<file path="config.mk">
export PLATFORM = sky130hd
export DESIGN_NAME = cna_back
export DESIGN_NICKNAME = d
export VERILOG_FILES = /design/src/rtl/cna_pkg.sv /design/src/rtl/cna_back.sv
export SDC_FILE = /design/constraint.sdc
export NUM_CORES = 1
export LEC_CHECK = 0
export ABC_AREA = 0
export BUFFER_PORTS_ARGS = -buffer_cell sky130_fd_sc_hd__buf_2
export CORE_ASPECT_RATIO = 2
export CORE_MARGIN = 8
export CORE_UTILIZATION = 46
export CTS_CLUSTER_DIAMETER = 100
export DETAILED_ROUTE_END_ITERATION = 8
export HOLD_SLACK_MARGIN = 0.15
export PLACE_DENSITY = 0.74
export RECOVER_POWER = 100
export SLEW_MARGIN = 20
export SYNTH_ARGS = -nofsm -noshare
export SYNTH_HDL_FRONTEND = slang
export SYNTH_SLANG_ARGS = --single-unit
export TNS_END_PERCENT = 10
</file>
<file path="constraint.sdc">
create_clock -name i_clk -period 6.4 [get_ports i_clk]
set_clock_uncertainty 0.05 [all_clocks]
set_input_delay 0.96 -clock i_clk [delete_from_list [all_inputs] [get_ports i_clk]]
set_output_delay 0.96 -clock i_clk [all_outputs]
set_load 0.01 [all_outputs]
</file>
<file path="src/rtl/cna_pkg.sv">
// Shared constants, operation codes and width helpers for the complex ALU.
package cna_pkg;

    localparam int unsigned IO_BITS       = 32;
    localparam int unsigned FRAC_BITS_DEF = 16;
    localparam int unsigned WORD_BITS_DEF = 32;

    localparam logic [1:0] MODE_ADD = 2'd0;
    localparam logic [1:0] MODE_SUB = 2'd1;
    localparam logic [1:0] MODE_MUL = 2'd2;
    localparam logic [1:0] MODE_DIV = 2'd3;

    // Divisor width: squared magnitude or the 2^F scale, whichever is wider.
    function automatic int den_bits(input int w, input int f);
        return (2 * w > f + 1) ? 2 * w : f + 1;
    endfunction

    // Remainder width: room for the shifted dividend and the top divisor shift.
    function automatic int rem_bits(input int w, input int f);
        int a;
        int b;
        a = 2 * w + 1 + f;
        b = den_bits(w, f) + w + 2;
        return ((a > b) ? a : b) + 1;
    endfunction

endpackage

</file>
<file path="src/rtl/cna_back.sv">
// Back end: restore sign, clamp to the word range, hold the result for the sink.
module cna_back #(
    parameter int unsigned WORD_BITS = cna_pkg::WORD_BITS_DEF
) (
    input  logic                                i_clk,
    input  logic                                i_rst_n,
    input  logic                                i_en,
    input  logic                                i_valid,
    input  logic                                i_dz,
    input  logic                                i_neg_re,
    input  logic                                i_neg_im,
    input  logic [WORD_BITS+1:0]                i_q_re,
    input  logic [WORD_BITS+1:0]                i_q_im,
    output logic                                o_valid,
    output logic signed [cna_pkg::IO_BITS-1:0]  o_res_real,
    output logic signed [cna_pkg::IO_BITS-1:0]  o_res_imag,
    output logic                                o_dz,
    output logic                                o_sat
);
    localparam int QW = WORD_BITS + 2;
    localparam logic [QW-1:0] LIM_POS = QW'((64'd1 << (WORD_BITS - 1)) - 64'd1);
    localparam logic [QW-1:0] LIM_NEG = QW'(64'd1 << (WORD_BITS - 1));
    localparam logic signed [WORD_BITS-1:0] MAXV = {1'b0, {(WORD_BITS-1){1'b1}}};
    localparam logic signed [WORD_BITS-1:0] MINV = {1'b1, {(WORD_BITS-1){1'b0}}};

    logic                        sat_re, sat_im;
    logic signed [WORD_BITS-1:0] v_re, v_im;

    assign sat_re = i_neg_re ? (i_q_re > LIM_NEG) : (i_q_re > LIM_POS);
    assign sat_im = i_neg_im ? (i_q_im > LIM_NEG) : (i_q_im > LIM_POS);

    always_comb begin
        if (sat_re) begin
            v_re = i_neg_re ? MINV : MAXV;
        end else begin
            v_re = i_neg_re ? -$signed(i_q_re[WORD_BITS-1:0]) : $signed(i_q_re[WORD_BITS-1:0]);
        end
        if (sat_im) begin
            v_im = i_neg_im ? MINV : MAXV;
        end else begin
            v_im = i_neg_im ? -$signed(i_q_im[WORD_BITS-1:0]) : $signed(i_q_im[WORD_BITS-1:0]);
        end
    end

    always_ff @(posedge i_clk) begin
        if (!i_rst_n) begin
            o_valid <= 1'b0;
        end else if (i_en) begin
            o_valid <= i_valid;
        end
    end

    always_ff @(posedge i_clk) begin
        if (i_en) begin
            o_res_real <= cna_pkg::IO_BITS'(v_re);
            o_res_imag <= cna_pkg::IO_BITS'(v_im);
            o_dz       <= i_dz;
            o_sat      <= sat_re || sat_im;
        end
    end

endmodule

</file>
==> results of run 1 <==
-- cell type report --
cell class | count | area [µm²]
clock inverters | 4 | 42.5
flip-flops and latches | 67 | 2000
multi-input cells | 324 | 2090
fillers | 869 | 4120
clock buffers | 11 | 233
inverters | 5 | 18.8
well taps | 104 | 130
repair buffers | 143 | 624
-- per-layer routing --
layer | wire [µm] | GRT usage | part of all wire
met1 | 4420 | 0.186 | 0.35
met2 | 7080 | 0.378 | 0.56
met3 | 870 | 0.0540 | 0.069
met4 | 277 | 0.0788 | 0.022
met5 | 0 | 0 | 0
-- critical path: cells and delay by family --
family,cells,cell delay [ns]
buffers and inverters,3,1.73
and+or+nand+nor,1,0.15
AOI/OAI and AO/OA,1,1.59
-- power groups by stage --
stage | Sequential (W) | Combinational (W) | Clock [W]
CTS | 0.000543 | 0.000208 | 0.000473
floorplan | 0.000573 | 0.0000748 | 0
finish | 0.000545 | 0.000191 | 0.000461
global placement | 0.000551 | 0.000203 | 0
global route | 0.000549 | 0.000210 | 0.000489
detailed placement | 0.000552 | 0.000207 | 0
-- Yosys cell counts, types with 3 or more instances --
master	n
a211oi_1	39
a211oi_2	10
a21oi_1	5
buf_2	3
clkbuf_1	25
edfxtp_1	66
inv_1	4
mux2i_1	5
nand2_1	17
nand2b_1	3
nand3_1	7
nand4_1	6
nor2_1	34
nor2b_1	3
nor3_1	67
nor4_1	17
o211ai_1	3
o21ai_0	5
o22ai_1	3
o31ai_1	3
or3_1	14
or4_1	7
xnor2_1	22
xor2_1	25
-- sequential cells by signal, indices dropped and copies added, names as in the netlist --
signal and count:
o_valid 1, o_dz 1, o_sat 1, o_res_real 32
o_res_imag 32
-- metrics by stage --
stage	setup WS (ns)	utilization	hold WS (ns)	cell area, µm²
2_1_floorplan	3.35	-	0.488	4300
3_3_place_gp	2.77	0.544	0.441	5030
3_5_place_dp	2.68	0.544	0.456	5030
4_1_cts	3.00	0.573	0.469	5310
5_1_grt	1.56	0.555	0.498	5140
6_report	1.94	0.555	0.471	5140
-- cell families (layout without fill, tap and decap cells) --
logic type / after synthesis / in the layout / share of synthesized area
and+or+nand+nor: 193 / 193 / 0.244
buffers and inverters: 35 / 163 / 0.0349
adders and majority gates: 2 / 2 / 0.00582
muxes: 6 / 6 / 0.0143
xor gates and xnor gates: 47 / 47 / 0.0957
AOI/OAI and AO/OA: 76 / 76 / 0.139
DFF: 67 / 67 / 0.466
-- final timing paths --
check	from	end	slack, ns
hold / removal	o_valid	o_valid	0.47
setup / recovery	i_neg_re	o_res_real[23]	1.94
setup reg to reg	o_valid	o_valid	5.75
hold reg to reg	o_valid	o_valid	0.47
==> flow_summary.toml, run 1 <==
[sta]
finalCritPeriodShare = 0.697
fin_crit_ns = 4.46
grt_setup_unrepaired = "false"
tightest_slew_ns = 2.28
report.final.slew_viol_count = 116
slew_headroom = -0.521
timing_hold_violations_final = 0
clock.fmax_mhz = 224
setup_viol = 0
setup_tns_ns = 0

[layout]
layout_commonest_cell = "clkbuf_1"
antennaDiodeCount = 0
area_delta_synth_final_pct = 19.6
layout_common_cells = "75 x clkbuf_1, 70 x buf_2, 67 x nor3_1"
nets = 627
instances_no_fill = 658
drive_above_1_share = 0.162

[job]
cap_viol_max_count = 4

[synthesis]
avgSynthCellArea_um2 = 10.1
synth_top_area_frac = 0.461
synth_nets = 503
synth_ff_type = "edfxtp_1"
async_reset_ff_frac = 0
synth.distinct_cells = 49
synth_enable_flop_cells = 66
seq_area_frac_synth = 0.466
netlist_area_um2 = 4300
yosysTopAreaCell = "edfxtp_1"
synth_area_leaders = "edfxtp_1 46%, nor3_1 7.8%, a211oi_1 6.8%"
ys_ff_latch = 67
ys_warn_count = 0
netlist_instances = 426

[placed_design]
gp_congestion = 0.898
dpl.cell_count = 643
portBuffers = 141
dpl.hpwl_mm = 9.76

[critical_path]
cp_max_fo = 49
max_stage_delay_ns = 1.59
cp_data_required_time_ns = 6.39
cp.arrival_ns = 4.45
crit_path_start_kind = "primary input"
cp-end-kind = "flop"
critPathKind = "primary input to flop"
slowest_stage = "a211oi_1"
cp_cell_sequence = "buf_2 -> clkinv_1 -> a211oi_1 -> clkbuf_1 -> nor3_1"
rr_worst_depth = 2

[routing]
drc = 0
drt_iter0_drc = 220
antenna_left = 0
wire_per_inst_um = 19.2
drt_pre_antenna_iters = 7
drt_wl_total_mm = 12.6
vias = 3946
via_per_inst = 6.00

[cts]
cts_tree = "built"
clkTransAtPathRegs_ns = 0.05
root_buffer = "clkbuf_16"
postCtsResizedCells = 0
hold_buffers = 0
clk_latency_ns = 0.32
cts.htree.levels = 3
cts.path.max_buffers = 2
post-cts-setup-buffers = 0
cts_made_buffers = 9
clkSinkCount = 67

[global_routing]
antenna_found_initial = 0
grt_util_all_layers = 0.196
overflow = 0
grt_pass1_wl_mm = 20.0
grt_max_degree = 60
first_global_vias = 3970

[power]
power.internal_w = 0.000894
pwr_density_cell_nw_per_um2 = 233
p_comb_frac = 0.160
p_seq_frac = 0.455
irDropWorstVdd_v = 0.000129
total_power_w = 0.00120
switching_power_w = 0.000304
p_leak_nw = 1.75
clockPowerShare = 0.385
switching_share = 0.254

[worst_hold_path]
hp-class = "flop to flop"
min_path_cells = 2

[floorplan]
core_um2 = 9260
fp.dieH_um = 153
rows = 50
dieArea_um2 = 12900
initial_core_util = 0.464
ios = 142
die_w_um = 84.4

[status]
outcome = "complete, but fails checks"
violations = "capacitance limit, slew limit"
Power figures use the tool's default switching activity.
==> inputs of run 2 (changes only) <==
--- a/config.mk
+++ b/config.mk
@@ -13,7 +13,7 @@
 export CTS_CLUSTER_DIAMETER = 100
 export DETAILED_ROUTE_END_ITERATION = 8
 export HOLD_SLACK_MARGIN = 0.15
-export PLACE_DENSITY = 0.74
+export PLACE_DENSITY = 0.77
 export RECOVER_POWER = 100
 export SLEW_MARGIN = 20
 export SYNTH_ARGS = -nofsm -noshare
==> constraint.sdc (replaced) <==
create_clock -name i_clk -period 4.1 [get_ports i_clk]
set_clock_uncertainty 0.05 [all_clocks]
set_input_delay 0.615 -clock i_clk [delete_from_list [all_inputs] [get_ports i_clk]]
set_output_delay 0.615 -clock i_clk [all_outputs]
set_load 0.01 [all_outputs]
==> flow_summary.toml, run 2 (synthesized netlist as in run 1, its figures left out) <==
[layout]
nets = 630
instances_no_fill = 663
multi_input_area_um2 = 2110
largestRegisters = "o_res_imag (32), o_res_real (32)"
fin_util = 0.560
drive_above_1_share = 0.168
layout_common_cells = "76 x clkbuf_1, 69 x buf_2, 67 x nor3_1"
area_delta_synth_final_pct = 20.6
nFillCells = 863
seq_area_um2 = 2000
layout_commonest_cell = "clkbuf_1"

[sta]
report.final.slew_viol_count = 38
slew_headroom = -0.407
setup_viol = 0
finalCritPeriodShare = 0.768
setup_tns_ns = 0
fin_crit_ns = 3.15
tightest_slew_ns = 2.11
clock.fmax_mhz = 317
timing_hold_violations_final = 0
grt_setup_unrepaired = "false"

[floorplan]
ios = 142
die_w_um = 84.4
initial_core_util = 0.464
fp.dieH_um = 153
dieArea_um2 = 12900
rows = 50
core_um2 = 9260

[cts]
cts_made_buffers = 9
clk_latency_ns = 0.32
hold_buffers = 0
cts_tree = "built"
cts.path.max_buffers = 2
clkTransAtPathRegs_ns = 0.05
cts.htree.levels = 3
post-cts-setup-buffers = 0
root_buffer = "clkbuf_16"
clkSinkCount = 67
postCtsResizedCells = 0

[power]
irDropWorstVdd_v = 0.000207
clockPowerShare = 0.388
power.internal_w = 0.00140
pwr_density_cell_nw_per_um2 = 362
switching_power_w = 0.000482
switching_share = 0.256
p_leak_nw = 1.76
p_seq_frac = 0.453
p_comb_frac = 0.159

[critical_path]
cp.arrival_ns = 3.17
cp_data_required_time_ns = 4.12
cp-end-kind = "flop"
cp_max_fo = 28
crit_path_start_kind = "primary input"
critPathKind = "primary input to flop"

[worst_hold_path]
hp-class = "primary input to flop"

[global_routing]
grt_pass1_wl_mm = 19.9
grt_max_degree = 59
grt_util_met1 = 0.188
grt.met3_usage = 0.0681
grt_util_all_layers = 0.193
antenna_found_initial = 1
first_global_vias = 3986
gr-max-usage-layer = "met2"
overflow = 0
grt.met2_usage = 0.353

[routing]
via_per_inst = 5.97
drc = 0
wire_per_inst_um = 18.8
vias = 3961
drt_pre_antenna_iters = 6
drt_wl_total_mm = 12.4
antenna_left = 0
drt_iter0_drc = 234

[placed_design]
portBuffers = 141
gp_congestion = 0.889
dpl.cell_count = 646
dpl.hpwl_mm = 9.43

[job]
cap_viol_max_count = 1

[status]
violations = "capacitance limit, slew limit"
outcome = "complete, but fails checks"
[run 2: power by group through the flow]
stage               registers [W]  clock network [W]  logic, W
floorplan                0.000894                  0  0.000117
global placement         0.000863                  0  0.000313
detailed placement       0.000863                  0  0.000321
CTS                      0.000850           0.000745  0.000322
global route             0.000858           0.000772  0.000327
finish                   0.000851           0.000729  0.000299
[run 2: layout make-up]
type	count	share of cell area
Clock buffer	12	0.0456
Timing Repair Buffer	146	0.125
Clock inverter	4	0.00796
Tap cell	104	0.0251
Inverter	5	0.00362
Multi-Input combinational cell	324	0.407
Sequential cell	67	0.386
Antenna cell	1	0.000483
[run 2: layer usage]
| layer | part of all wire | up-vias |
|---|---|---|
| met5 | 0 | - |
| met1 | 0.35 | 1831 |
| met3 | 0.084 | 28 |
| li1 | - | 1904 |
| met4 | 0.028 | 0 |
| met2 | 0.54 | 198 |
[run 2: worst paths after layout]
path	from	to	slack, ns	depth (start not counted)
max	i_q_im[4]	o_sat	0.95	6
min	i_dz	o_dz	0.41	1
max reg2reg	o_valid	o_valid	3.44	2
min reg2reg	o_valid	o_valid	0.47	2
[run 2: through the flow]
step	power [W]	hold slack (ns)	area, µm²	setup WS [ns]
after global placement	0.00118	0.442	5050	0.951
after floorplan	0.00101	0.488	4300	1.39
after global routing	0.00196	0.405	5180	0.746
after detailed placement	0.00118	0.456	5050	0.868
after CTS	0.00192	0.395	5330	1.21
final	0.00188	0.410	5190	0.949
[run 2: worst max-delay path, cell delays in order]
cell and delay [ns]:
clkbuf_1 0.12, nor4_1 0.68, and3b_1 0.52, and3_1 0.31, a21oi_2 0.32, or4_1 0.60
